[src/rtl/htt_pkg.sv]
// ---------------------------------------------------------------------------
// HTTP header tokenizer package
// Shared constants, result codes and the command item passed from the
// classifier to the emitter.
// ---------------------------------------------------------------------------
package htt_pkg;

   localparam int PendingDepth = 16;   // default depth of the held-whitespace line
   localparam int CmdDepth     = 4;    // entries of the command queue
   localparam int CmdPtrW      = $clog2(CmdDepth);
   localparam int CmdCntW      = $clog2(CmdDepth + 1);

   localparam logic [7:0] ChLf    = 8'h0A;
   localparam logic [7:0] ChCr    = 8'h0D;
   localparam logic [7:0] ChColon = 8'h3A;
   localparam logic [7:0] ChSpace = 8'h20;
   localparam logic [7:0] ChTab   = 8'h09;

   typedef enum logic [1:0] {
      KIND_CONTENT  = 2'd0,
      KIND_COMPLETE = 2'd1,
      KIND_DISCARD  = 2'd2,
      KIND_END      = 2'd3
   } kind_type;

   typedef enum logic [2:0] {
      FLD_METHOD  = 3'd0,
      FLD_URL     = 3'd1,
      FLD_VERSION = 3'd2,
      FLD_NAME    = 3'd3,
      FLD_VALUE   = 3'd4
   } field_type;

   typedef enum logic [2:0] {
      OP_NONE      = 3'd0,   // no field action
      OP_PLAIN     = 3'd1,   // content byte, no stripping
      OP_STRIP     = 3'd2,   // content byte with trailing-space hold
      OP_COMPLETE  = 3'd3,   // one field complete
      OP_COMPLETE2 = 3'd4    // name complete, then empty value complete
   } op_type;

   typedef struct packed {
      op_type     op;
      field_type  field;
      logic [7:0] data;
      logic       ws;
      logic       discard;
      field_type  discard_field;
      logic       last;
   } cmd_type;

   function automatic logic is_ws(input logic [7:0] b);
      is_ws = (b == ChSpace) || ((b >= ChTab) && (b <= ChCr));
   endfunction

endpackage

[src/rtl/htt_front.sv]
// ---------------------------------------------------------------------------
// HTTP header tokenizer front end
// Accepts datagram bytes, tracks the parse phase and turns each byte into
// at most one command for the emitter.
// ---------------------------------------------------------------------------
module htt_front (
   input  logic              clock,
   input  logic              reset,
   input  logic              req_tvalid,
   output logic              req_tready,
   input  logic [7:0]        req_tdata,   // [7:0] data_byte
   input  logic              req_tlast,   // last_byte
   input  logic              q_full,
   output logic              push,
   output htt_pkg::cmd_type  push_cmd
);
   import htt_pkg::*;

   typedef enum logic [9:0] {
      PH_METHOD      = 10'b00_0000_0001,
      PH_METHOD_URL  = 10'b00_0000_0010,
      PH_URL         = 10'b00_0000_0100,
      PH_URL_VERSION = 10'b00_0000_1000,
      PH_VERSION     = 10'b00_0001_0000,
      PH_NEWLINE     = 10'b00_0010_0000,
      PH_NAME        = 10'b00_0100_0000,
      PH_NAME_VALUE  = 10'b00_1000_0000,
      PH_VALUE       = 10'b01_0000_0000,
      PH_END         = 10'b10_0000_0000
   } phase_type;

   phase_type  phase_ff, phase_in, phase_mid;
   cmd_type    cmd;
   logic       ws, lf, cr, colon, accept;

   assign ws     = is_ws(req_tdata);
   assign lf     = (req_tdata == ChLf);
   assign cr     = (req_tdata == ChCr);
   assign colon  = (req_tdata == ChColon);
   assign req_tready = !q_full;
   assign accept = req_tvalid && req_tready;

   always_comb begin
      phase_mid         = phase_ff;
      cmd.op            = OP_NONE;
      cmd.field         = FLD_METHOD;
      cmd.data          = req_tdata;
      cmd.ws            = ws;
      cmd.discard       = 1'b0;
      cmd.discard_field = FLD_METHOD;
      cmd.last          = req_tlast;
      case (phase_ff)
         PH_METHOD, PH_URL: begin
            cmd.field = (phase_ff == PH_METHOD) ? FLD_METHOD : FLD_URL;
            if (!ws) begin
               cmd.op = OP_PLAIN;
            end else begin
               cmd.op    = OP_COMPLETE;
               phase_mid = (phase_ff == PH_METHOD) ? PH_METHOD_URL : PH_URL_VERSION;
            end
         end
         PH_METHOD_URL: begin
            // skip blanks; LF falls through and ends an empty URL
            cmd.field = FLD_URL;
            if (!(ws && !lf)) begin
               if (!ws) begin
                  cmd.op    = OP_PLAIN;
                  phase_mid = PH_URL;
               end else begin
                  cmd.op    = OP_COMPLETE;
                  phase_mid = PH_URL_VERSION;
               end
            end
         end
         PH_URL_VERSION, PH_NAME_VALUE: begin
            cmd.field = (phase_ff == PH_URL_VERSION) ? FLD_VERSION : FLD_VALUE;
            if (!(ws && !lf)) begin
               if (lf) begin
                  cmd.op    = OP_COMPLETE;
                  phase_mid = PH_NEWLINE;
               end else begin
                  cmd.op    = OP_STRIP;
                  phase_mid = (phase_ff == PH_URL_VERSION) ? PH_VERSION : PH_VALUE;
               end
            end
         end
         PH_VERSION, PH_VALUE: begin
            cmd.field = (phase_ff == PH_VERSION) ? FLD_VERSION : FLD_VALUE;
            if (lf) begin
               cmd.op    = OP_COMPLETE;
               phase_mid = PH_NEWLINE;
            end else begin
               cmd.op = OP_STRIP;
            end
         end
         PH_NEWLINE: begin
            cmd.field = FLD_NAME;
            if (cr) begin
               cmd.op = OP_NONE;
            end else if (lf) begin
               phase_mid = PH_END;
            end else if (colon) begin
               cmd.op    = OP_COMPLETE;
               phase_mid = PH_NAME_VALUE;
            end else begin
               cmd.op    = OP_STRIP;
               phase_mid = PH_NAME;
            end
         end
         PH_NAME: begin
            cmd.field = FLD_NAME;
            if (colon) begin
               cmd.op    = OP_COMPLETE;
               phase_mid = PH_NAME_VALUE;
            end else if (lf) begin
               cmd.op    = OP_COMPLETE2;
               phase_mid = PH_NEWLINE;
            end else begin
               cmd.op = OP_STRIP;
            end
         end
         default: begin
            cmd.op = OP_NONE;   // after the header block: ignore body bytes
         end
      endcase

      phase_in = phase_mid;
      if (req_tlast) begin
         // flag the field in progress or expected next
         cmd.discard = 1'b1;
         case (phase_mid)
            PH_METHOD:                      cmd.discard_field = FLD_METHOD;
            PH_METHOD_URL, PH_URL:          cmd.discard_field = FLD_URL;
            PH_URL_VERSION, PH_VERSION:     cmd.discard_field = FLD_VERSION;
            PH_NAME:                        cmd.discard_field = FLD_NAME;
            PH_NAME_VALUE, PH_VALUE:        cmd.discard_field = FLD_VALUE;
            default:                        cmd.discard = 1'b0;
         endcase
         phase_in = PH_METHOD;
      end
   end

   assign push     = accept && ((cmd.op != OP_NONE) || req_tlast);
   assign push_cmd = cmd;

   always_ff @(posedge clock) begin
      if (reset) begin
         phase_ff <= PH_METHOD;
      end else if (accept) begin
         phase_ff <= phase_in;
      end
   end

endmodule

[src/rtl/htt_queue.sv]
// ---------------------------------------------------------------------------
// HTTP header tokenizer command queue
// Short FIFO that decouples the classifier from the emitter.
// ---------------------------------------------------------------------------
module htt_queue (
   input  logic              clock,
   input  logic              reset,
   input  logic              push,
   input  htt_pkg::cmd_type  push_cmd,
   output logic              full,
   output logic              head_valid,
   output htt_pkg::cmd_type  head_cmd,
   input  logic              pop
);
   import htt_pkg::*;

   cmd_type              slot_ff [CmdDepth];
   logic [CmdPtrW-1:0]   wr_ptr_ff, rd_ptr_ff;
   logic [CmdCntW-1:0]   cnt_ff;
   logic                 do_push, do_pop;

   assign full       = (cnt_ff == CmdCntW'(CmdDepth));
   assign head_valid = (cnt_ff != '0);
   assign head_cmd   = slot_ff[rd_ptr_ff];
   assign do_push    = push && !full;
   assign do_pop     = pop && head_valid;

   always_ff @(posedge clock) begin
      if (do_push) begin
         slot_ff[wr_ptr_ff] <= push_cmd;
      end
   end

   always_ff @(posedge clock) begin
      if (reset) begin
         wr_ptr_ff <= '0;
         rd_ptr_ff <= '0;
         cnt_ff    <= '0;
      end else begin
         if (do_push) begin
            wr_ptr_ff <= wr_ptr_ff + 1'b1;
         end
         if (do_pop) begin
            rd_ptr_ff <= rd_ptr_ff + 1'b1;
         end
         case ({do_push, do_pop})
            2'b10:   cnt_ff <= cnt_ff + 1'b1;
            2'b01:   cnt_ff <= cnt_ff - 1'b1;
            default: cnt_ff <= cnt_ff;
         endcase
      end
   end

endmodule

[src/rtl/htt_back.sv]
// ---------------------------------------------------------------------------
// HTTP header tokenizer emitter
// Carries out queued commands: holds trailing whitespace, releases it, and
// emits content, completion, discard and end items through an output register.
// ---------------------------------------------------------------------------
module htt_back #(
   parameter int PENDING_DEPTH = htt_pkg::PendingDepth
) (
   input  logic              clock,
   input  logic              reset,
   input  logic              head_valid,
   input  htt_pkg::cmd_type  head_cmd,
   output logic              pop,
   output logic              rsp_tvalid,
   input  logic              rsp_tready,
   output logic [7:0]        rsp_tdata,   // [7:0] content_byte
   output logic [4:0]        rsp_tuser,   // [1:0] result_kind, [4:2] field_id
   output logic              rsp_tlast    // last_result
);
   import htt_pkg::*;

   localparam int CntW = $clog2(PENDING_DEPTH + 1);

   typedef enum logic [3:0] {
      ST_MAIN    = 4'b0001,
      ST_SECOND  = 4'b0010,
      ST_DISCARD = 4'b0100,
      ST_END     = 4'b1000
   } stage_type;

   stage_type         stage_ff, stage_in, after_main, after_second, after_disc;
   logic [7:0]        pend_ff [PENDING_DEPTH];
   logic [7:0]        pend_in [PENDING_DEPTH];
   logic [CntW-1:0]   cnt_ff, cnt_in, app_idx;
   logic              held_full, last_main, last_second, last_disc;
   logic              emit, emit_last, step_done, done_pops;
   logic              do_shift, do_append, fire, slot_free;
   kind_type          emit_kind;
   field_type         emit_field;
   logic [7:0]        emit_byte;
   logic              out_valid_ff, out_last_ff;
   logic [7:0]        out_data_ff;
   logic [4:0]        out_user_ff;

   assign held_full = (cnt_ff == CntW'(PENDING_DEPTH));
   assign slot_free = !out_valid_ff || rsp_tready;

   // which stages remain after each one
   assign last_disc    = !head_cmd.last;
   assign last_second  = !head_cmd.discard && last_disc;
   assign last_main    = (head_cmd.op != OP_COMPLETE2) && last_second;
   assign after_disc   = ST_END;
   assign after_second = head_cmd.discard ? ST_DISCARD : after_disc;
   assign after_main   = (head_cmd.op == OP_COMPLETE2) ? ST_SECOND : after_second;

   always_comb begin
      emit       = 1'b0;
      emit_last  = 1'b0;
      emit_kind  = KIND_CONTENT;
      emit_field = head_cmd.field;
      emit_byte  = 8'h00;
      step_done  = 1'b1;
      done_pops  = 1'b0;
      stage_in   = stage_ff;
      do_shift   = 1'b0;
      do_append  = 1'b0;
      cnt_in     = cnt_ff;
      app_idx    = cnt_ff;
      case (stage_ff)
         ST_MAIN: begin
            stage_in  = after_main;
            done_pops = last_main;
            case (head_cmd.op)
               OP_PLAIN: begin
                  emit      = 1'b1;
                  emit_last = last_main;
                  emit_byte = head_cmd.data;
               end
               OP_STRIP: begin
                  if (head_cmd.ws) begin
                     // hold; on overflow release the oldest held byte
                     do_append = 1'b1;
                     if (held_full) begin
                        emit      = 1'b1;
                        emit_last = last_main;
                        emit_byte = pend_ff[0];
                        do_shift  = 1'b1;
                        app_idx   = CntW'(PENDING_DEPTH - 1);
                     end else begin
                        cnt_in = cnt_ff + 1'b1;
                     end
                  end else if (cnt_ff != '0) begin
                     // release held bytes in order before the new byte
                     emit      = 1'b1;
                     emit_byte = pend_ff[0];
                     do_shift  = 1'b1;
                     cnt_in    = cnt_ff - 1'b1;
                     step_done = 1'b0;
                  end else begin
                     emit      = 1'b1;
                     emit_last = last_main;
                     emit_byte = head_cmd.data;
                  end
               end
               OP_COMPLETE, OP_COMPLETE2: begin
                  emit      = 1'b1;
                  emit_last = last_main;
                  emit_kind = KIND_COMPLETE;
                  cnt_in    = '0;
               end
               default: begin
                  emit = 1'b0;
               end
            endcase
         end
         ST_SECOND: begin
            emit       = 1'b1;
            emit_last  = last_second;
            emit_kind  = KIND_COMPLETE;
            emit_field = FLD_VALUE;
            stage_in   = after_second;
            done_pops  = last_second;
         end
         ST_DISCARD: begin
            emit       = 1'b1;
            emit_last  = last_disc;
            emit_kind  = KIND_DISCARD;
            emit_field = head_cmd.discard_field;
            stage_in   = after_disc;
            done_pops  = last_disc;
         end
         default: begin
            emit       = 1'b1;
            emit_last  = 1'b1;
            emit_kind  = KIND_END;
            emit_field = FLD_METHOD;
            cnt_in     = '0;
            done_pops  = 1'b1;
         end
      endcase
      if (!step_done) begin
         stage_in  = stage_ff;
         done_pops = 1'b0;
      end
      if (done_pops) begin
         stage_in = ST_MAIN;
      end
   end

   assign fire = head_valid && (!emit || slot_free);
   assign pop  = fire && done_pops;

   // held-whitespace shift line: entry 0 is the oldest byte
   generate
      for (genvar i = 0; i < PENDING_DEPTH; i++) begin : g_pend
         logic [7:0] shifted;
         if (i < PENDING_DEPTH - 1) begin : g_mid
            assign shifted = do_shift ? pend_ff[i+1] : pend_ff[i];
         end else begin : g_top
            assign shifted = pend_ff[i];
         end
         assign pend_in[i] = (do_append && (app_idx == CntW'(i))) ? head_cmd.data : shifted;
         always_ff @(posedge clock) begin
            if (fire) begin
               pend_ff[i] <= pend_in[i];
            end
         end
      end
   endgenerate

   always_ff @(posedge clock) begin
      if (reset) begin
         stage_ff <= ST_MAIN;
         cnt_ff   <= '0;
      end else if (fire) begin
         stage_ff <= stage_in;
         cnt_ff   <= cnt_in;
      end
   end

   always_ff @(posedge clock) begin
      if (reset) begin
         out_valid_ff <= 1'b0;
      end else if (slot_free) begin
         out_valid_ff <= fire && emit;
      end
   end

   always_ff @(posedge clock) begin
      if (slot_free && fire && emit) begin
         out_data_ff <= emit_byte;
         out_user_ff <= {emit_field, emit_kind};
         out_last_ff <= emit_last;
      end
   end

   assign rsp_tvalid = out_valid_ff;
   assign rsp_tdata  = out_data_ff;
   assign rsp_tuser  = out_user_ff;
   assign rsp_tlast  = out_last_ff;

endmodule

[src/rtl/http_header_tokenizer.sv]
// ---------------------------------------------------------------------------
// HTTP header tokenizer
// Byte-serial tokenizer for an HTTP-like start line and header block.
// ---------------------------------------------------------------------------
// Feed one datagram byte per item on the req_ channel with req_tlast on the
// final byte. The block splits the start line into method, URL and version
// and each header line into name and value at the first colon, skipping
// blanks between fields and stripping trailing whitespace from version, names
// and values; an empty line ends the header block and later bytes are
// ignored. Each rsp_ item is a content byte, a field-complete mark, a
// discarded-field mark for a field left open at datagram end, or a datagram
// end mark; rsp_tlast flags the last item caused by one input byte, and a
// byte that causes nothing produces no item. Throughput is one byte per cycle
// while each byte causes at most one item and the output is not stalled, as
// the emitter makes one item per cycle. A non-space byte after held whitespace
// releases it first, LF after a name completes it and an empty value, and
// the final byte adds an end mark after any discard mark. A four-entry queue
// absorbs these bursts; req_tready drops only while it is full. After reset
// the block is ready at once: the whitespace hold line needs no clearing.
// ---------------------------------------------------------------------------
module http_header_tokenizer #(
   parameter int PENDING_DEPTH = htt_pkg::PendingDepth
) (
   input  logic        clock,
   input  logic        reset,
   input  logic        req_tvalid,
   output logic        req_tready,
   input  logic [7:0]  req_tdata,    // [7:0] data_byte
   input  logic        req_tlast,    // last_byte
   output logic        rsp_tvalid,
   input  logic        rsp_tready,
   output logic [7:0]  rsp_tdata,    // [7:0] content_byte
   output logic [4:0]  rsp_tuser,    // [1:0] result_kind, [4:2] field_id
   output logic        rsp_tlast     // last_result
);
   import htt_pkg::*;

   logic     push, q_full, head_valid, pop;
   cmd_type  push_cmd, head_cmd;

   // classify each byte and advance the parse phase
   htt_front u_front (
      .clock      (clock),
      .reset      (reset),
      .req_tvalid (req_tvalid),
      .req_tready (req_tready),
      .req_tdata  (req_tdata),
      .req_tlast  (req_tlast),
      .q_full     (q_full),
      .push       (push),
      .push_cmd   (push_cmd)
   );

   // hold commands so either side can stall on its own
   htt_queue u_queue (
      .clock      (clock),
      .reset      (reset),
      .push       (push),
      .push_cmd   (push_cmd),
      .full       (q_full),
      .head_valid (head_valid),
      .head_cmd   (head_cmd),
      .pop        (pop)
   );

   // expand each command into result items
   htt_back #(
      .PENDING_DEPTH (PENDING_DEPTH)
   ) u_back (
      .clock      (clock),
      .reset      (reset),
      .head_valid (head_valid),
      .head_cmd   (head_cmd),
      .pop        (pop),
      .rsp_tvalid (rsp_tvalid),
      .rsp_tready (rsp_tready),
      .rsp_tdata  (rsp_tdata),
      .rsp_tuser  (rsp_tuser),
      .rsp_tlast  (rsp_tlast)
   );

endmodule
[config.mk]
export PLATFORM = sky130hd
export DESIGN_NAME = http_header_tokenizer
export DESIGN_NICKNAME = d
export VERILOG_FILES = /design/src/rtl/htt_pkg.sv /design/src/rtl/htt_front.sv /design/src/rtl/htt_queue.sv /design/src/rtl/htt_back.sv /design/src/rtl/http_header_tokenizer.sv
export SDC_FILE = /design/constraint.sdc
export NUM_CORES = 1
export LEC_CHECK = 0
export BUFFER_PORTS_ARGS = -buffer_cell sky130_fd_sc_hd__clkbuf_2
export CORE_MARGIN = 5
export CORE_UTILIZATION = 54
export CTS_CLUSTER_SIZE = 24
export DETAILED_ROUTE_END_ITERATION = 8
export PLACE_DENSITY = 0.7
export SETUP_SLACK_MARGIN = 0.15
export SLEW_MARGIN = 25
export SYNTH_ARGS = -nofsm -noshare
export SYNTH_HDL_FRONTEND = slang
export SYNTH_SLANG_ARGS = --single-unit
[constraint.sdc]
create_clock -name clock -period 5.6 [get_ports clock]
set_clock_uncertainty 0.05 [all_clocks]
set_input_delay 0.84 -clock clock [delete_from_list [all_inputs] [get_ports clock]]
set_output_delay 0.84 -clock clock [all_outputs]
set_load 0.02 [all_outputs]
==> results.yml, run 1 <==
synth:
  ys_seq_area_frac: 0.6270
  synth_edf_count: 222
  synth_top_area_frac: 0.5767
  yosys.area.top_type: "edfxtp_1"
  postSynthCellCount: 806
  synth.area.top_cells: "edfxtp_1 (58%), mux2_2 (12%), dfxtp_1 (5.0%), mux4_2 (3.9%), nor2_1 (2.0%)"
  synth_area_sq_um: 11560
  synthArstFlopShare: 0
  synth_ff_type: "edfxtp_1"
  synthesis.nets: 829
  synth_seq_cells: 251
  syn_area_per_cell_sq_um: 14.34
  synth_cell_types: 71
  yosysWarningCount: 0
sta:
  fin_crit_ns: 4.365
  finalHoldViolCount: 0
  rsz0062_at_grt: "false"
  finalCritPeriodShare: 0.7795
  relSlewSlack: 0.4325
  fin_tns_setup_ns: 0
  drv_slew: 0
  setup_viol_count_final: 0
  tightest_slew_ns: 0.8512
  setup_ws_ns: 1.235
  timing.fmax_mhz: 229.1
worst_setup_path:
  cp.required_ns: 5.99
  ff2ff_path_depth: 13
  cp_max_fo: 13
  cp-end-kind: "flop"
  rrSetupSlack_ns: 1.30
  startpoint_type: "input pin"
  cp.arrival_ns: 4.76
  timing.rr.end: "u_queue.cnt_ff[2]"
  criticalPathCategory: "in2reg"
route:
  vias_per_cell: 6.103
  drt_first_pass_iters: 7
  wirelength_um: 22800
  num_vias: 6817
  postRouteAntennaNets: 0
  wire_per_inst_um: 20.42
  drtIter0Drc: 572
  route.detailed.drc: 0
power_and_ir_drop:
  total_power_uw: 5378
  p_leak_uw: 0.004290
  ir_drop_uv: 309.5
  p_comb_frac: 0.208
  p_clk_frac: 0.352
  seqPwrFrac: 0.440
  p_switching_uw: 1554
  switching_share: 0.2890
  intPower_uw: 3824
  p_per_area_nw_per_um2: 418.5
floorplanning:
  die_h_um: 156.3
  core_sq_um: 21020
  rows: 53
  start_util: 0.5498
  fp.dieArea_sq_um: 24430
  ios: 29
  die_w_um: 156.3
clock_network:
  path_clk_slew_ns: 0.06
  htree_levels: 1
  cts-root-buf: "clkbuf_16"
  holdBufCountCts: 0
  postCtsSetupBuffers: 0
  cts_made_buffers: 26
  clk_latency_ns: 0.52
  cts_resized: 0
  tritoncts: "yes"
  clockBufferDepth: 3
  cts.sinks: 251
global_routing:
  grt_pass1_wl_um: 37360
  grt_max_degree: 28
  gr-usage-all-layers: 0.1882
  grt_pass1_vias: 7093
  grt_overflow: 0
  antenna_found_initial: 0
layout:
  final_cells: 1117
  syn2layout_area_growth_pct: 11.18
  layout-drive-gt1-share: 0.2862
  nNetsFinal: 845
  fin_area_sq_um: 12850
  n_antenna_cell: 0
  final_cell_mix: "edfxtp_1 (222), mux2_2 (120), nor2_1 (61)"
  final_common_cell: "edfxtp_1"
placement:
  place_area_sq_um: 11880
  gp_congestion: 0.8909
  dp_cells: 1069
  dpl.hpwl_um: 15250
  place_ws_ns: 0.8036
  io_buffers: 28
hold_path:
  min_to: "u_back.pend_ff[10][6]"
  hold_depth: 1
  hp-start: "u_back.pend_ff[11][6]"
  worstHoldPathType: "reg2reg"
job:
  drv_cap: 0
outcome:
  status: "completed"
[sequential cells by signal, indices dropped and copies added (netlist names), named ones only]
name and flops:
u_back.cnt_ff 5, u_queue.slot_ff 80, u_back.rsp_tlast 1, u_back.stage_ff 4
u_back.rsp_tuser 5, u_queue.wr_ptr_ff 2, u_back.rsp_tdata 8, u_back.rsp_tvalid 1
u_queue.rd_ptr_ff 2, u_queue.cnt_ff 3, u_back.pend_ff 128, u_front.phase_ff 10
[kinds of logic (layout without fill, tap and decap cells)]
| group | Yosys count | after routing | share of synthesized area |
|---|---|---|---|
| flip-flops | 251 | 251 | 0.6270 |
| AND/OR/NAND/NOR | 216 | 216 | 0.1039 |
| AO/OA/AOI/OAI | 110 | 110 | 0.06343 |
| buffers and inverters | 58 | 94 | 0.02133 |
| multiplexers | 144 | 144 | 0.1593 |
| XOR/XNOR | 17 | 17 | 0.01288 |
| adder cells (fa/ha/maj) | 10 | 10 | 0.01212 |
[stage by stage]
step	hold slack, ns	util
finish	0.4957	0.6113
global route	0.5071	0.6113
CTS	0.4965	0.6110
detailed placement	0.4810	0.5651
global placement	0.4554	0.5649
floorplan	0.4322	-
[worst max-delay path, cell delays in order]
cell	delay, ns
clkbuf_2	0.25
or4b_2	0.62
o211ai_1	0.33
nand2_1	0.16
a21oi_1	0.27
o221ai_1	0.29
o41a_1	0.57
inv_1	0.14
ha_1	0.19
inv_1	0.07
fa_1	0.43
xor2_1	0.16
or3_1	0.31
a21oi_1	0.14
[layout make-up]
class,instances,area (sq um)
Inverter,15,56.30
Timing Repair Buffer,31,162.7
Fill cell,1550,8170
Sequential cell,251,7247
Clock inverter,15,225.2
Tap cell,275,344.1
Clock buffer,33,738.2
Multi-Input combinational cell,497,4078
[worst max-delay path by stage]
stage                             end         start  slack [ns]  cells after the start
floorplan           u_queue.cnt_ff[2]  req_tdata[5]        1.42                     14
global placement    u_queue.cnt_ff[2]  req_tdata[0]        0.97                     14
detailed placement  u_queue.cnt_ff[2]  req_tdata[5]        0.80                     14
CTS                 u_queue.cnt_ff[2]          flop        1.29                     13
global route        u_queue.cnt_ff[2]  req_tdata[5]        1.02                     14
finish              u_queue.cnt_ff[2]  req_tdata[5]        1.23                     14
[cell usage after synthesis (10+ instances only)]
library cell and instances:
a21oi_1 41, a22oi_1 14, buf_2 14, clkbuf_1 25
dfxtp_1 29, edfxtp_1 222, inv_1 15, mux2_2 120
mux4_2 20, nand2_1 34, nand3_1 13, nor2_1 62
nor2b_1 16, nor3_1 12, nor4_1 10, o21ai_0 16
xnor2_1 10
[power by group through the flow]
stage	clock network (uW)	registers [uW]	logic, uW
global placement	0	2400	1070
finish	1890	2370	1120
global route	2020	2390	1230
floorplan	0	2410	787
detailed placement	0	2410	1110
CTS	1930	2370	1130
[layer usage]
layer  routed length (um)  GRT usage
met2                11040     0.3146
met1                10230     0.2653
met3                 1129    0.02793
met5                    0          0
met4                  403    0.04050
No activity file was read; power rests on OpenSTA's default activity.
==> inputs of run 2 (changes only) <==
clock period = 4.5 ns   (was 5.6 ns; I/O delays follow)
==> run 2 against run 1 <==
  * Via count up 0.18%
  * Clock power grew 8%
  * Critical path depth is 7 lower
  * Count of clock-buffer cells in the layout shrank 2
  * First-iteration DRC count down 31%
==> results.yml, run 2 (synthesis results as in run 1) <==
power_and_ir_drop:
  p_leak_uw: 0.004293
  switching_share: 0.2981
  p_comb_frac: 0.220
  p_per_area_nw_per_um2: 497.8
  seqPwrFrac: 0.461
  p_switching_uw: 1905
  intPower_uw: 4486
  p_clk_frac: 0.319
  ir_drop_uv: 313.6
sta:
  drv_slew: 0
  timing.fmax_mhz: 252.7
  setup_viol_count_final: 0
  holdWs_ns: 0.3929
  tightest_slew_ns: 0.8198
  rsz0062_at_grt: "false"
  relSlewSlack: 0.4535
  fin_crit_ns: 3.957
  finalHoldViolCount: 0
  finalCritPeriodShare: 0.8792
  fin_tns_setup_ns: 0
hold_path:
  worstHoldPathType: "in2reg"
global_routing:
  antenna_found_initial: 0
  grt_pass1_vias: 6851
  grt_max_degree: 28
  gr-usage-all-layers: 0.1795
  grt_pass1_wl_um: 35850
  grt_overflow: 0
route:
  drt_first_pass_iters: 5
  wire_per_inst_um: 19.43
  postRouteAntennaNets: 0
  route.detailed.drc: 0
  num_vias: 6829
  wirelength_um: 21980
  vias_per_cell: 6.038
  drtIter0Drc: 396
layout:
  reg_top3: "u_back.pend_ff x128, u_queue.slot_ff x80, u_front.phase_ff x10"
  final_cell_mix: "edfxtp_1 (222), mux2_2 (120), nor2_1 (61)"
  n_antenna_cell: 0
  final_common_cell: "edfxtp_1"
  syn2layout_area_growth_pct: 11.06
  largest_register_ff_count: 128
  regMostFlops: "u_back.pend_ff"
  final_util: 0.6107
  fin_area_sq_um: 12840
  layout-drive-gt1-share: 0.2897
  nNetsFinal: 863
floorplanning:
  die_h_um: 156.3
  core_sq_um: 21020
  ios: 29
  die_w_um: 156.3
  rows: 53
  start_util: 0.5498
  fp.dieArea_sq_um: 24430
clock_network:
  htree_levels: 1
  postCtsSetupBuffers: 0
  cts-root-buf: "clkbuf_16"
  holdBufCountCts: 0
  cts.sinks: 251
  tritoncts: "yes"
  clockBufferDepth: 3
  path_clk_slew_ns: 0.06
  clk_latency_ns: 0.52
  cts_made_buffers: 27
  cts_resized: 0
worst_setup_path:
  startpoint_type: "flop"
  criticalPathCategory: "reg2reg"
  cp-end-kind: "flop"
  cp_max_fo: 9
  cp.arrival_ns: 4.04
  cp.required_ns: 4.58
outcome:
  status: "completed"
placement:
  gp_congestion: 0.8539
  dpl.hpwl_um: 15340
  place_area_sq_um: 12010
  io_buffers: 28
job:
  drv_cap: 0
## run 2: cell types whose count changed in the layout (fill, tap and decap cells not counted), sizes merged
cell	before	now
clkinvlp	0	1
bufinv	6	2
buf	3	20
clkinv	9	10
clkbuf	61	59
inv	15	16
## run 2: power by group through the flow
| stage | clock network [uW] | registers, uW | logic, uW |
|---|---|---|---|
| final | 2040 | 2950 | 1400 |
| after global placement | 0 | 2980 | 1370 |
| after detailed placement | 0 | 3000 | 1410 |
| after CTS | 2090 | 2950 | 1410 |
| after floorplan | 0 | 3000 | 979 |
| after global routing | 2190 | 2970 | 1550 |
## run 2: cell type report
| cell class | instances | area (sq um) |
|---|---|---|
| fillers | 1556 | 8184 |
| clock inverters | 14 | 117.6 |
| repair buffers | 48 | 290.3 |
| clock buffers | 31 | 700.7 |
| inverters | 15 | 56.30 |
| multi-input cells | 497 | 4081 |
| well taps | 275 | 344.1 |
| flip-flops and latches | 251 | 7247 |
## run 2: path summary, 6_finish.rpt
kind                                         from                      to  slack (ns)  cells past startpoint
worst min register to register  u_queue.cnt_ff[2]       u_queue.cnt_ff[2]        0.48                      2
worst max-delay path                         flop    u_back.pend_ff[9][1]        0.54                      7
worst min-delay path                 req_tdata[7]  u_queue.slot_ff[1][13]        0.39                      1
worst max register to register               flop    u_back.pend_ff[9][1]        0.54                      7
## run 2: layer usage
layer  GRT usage  routed length, um  vias to the layer above
met3     0.02710               1104                       47
met1      0.2578               9964                     3408
met4     0.05000                521                        0
li1            -                  -                     3195
met5           0                  0                        -
met2      0.2886              10380                      179
## run 2: worst max-delay path, stage by stage (launching register included)
cell and delay, ns:
dfxtp_1 0.64, mux4_2 0.62, nor2b_1 0.20, and2b_1 0.25, nand3_1 0.29, nor4_2 0.43
nand2_1 0.36, a21oi_1 0.72
## run 2: metrics by stage
| stage | setup slack (ns) | power [uW] | cells |
|---|---|---|---|
| 6_report | 0.5434 | 6391 | 1131 |
| 5_1_grt | 0.2121 | 6721 | 1131 |
| 4_1_cts | 0.4343 | 6449 | 1131 |
| 3_5_place_dp | 0.08813 | 4405 | 1086 |
| 3_3_place_gp | 0.2309 | 4345 | 1086 |
| 2_1_floorplan | 0.4880 | 3980 | 806 |
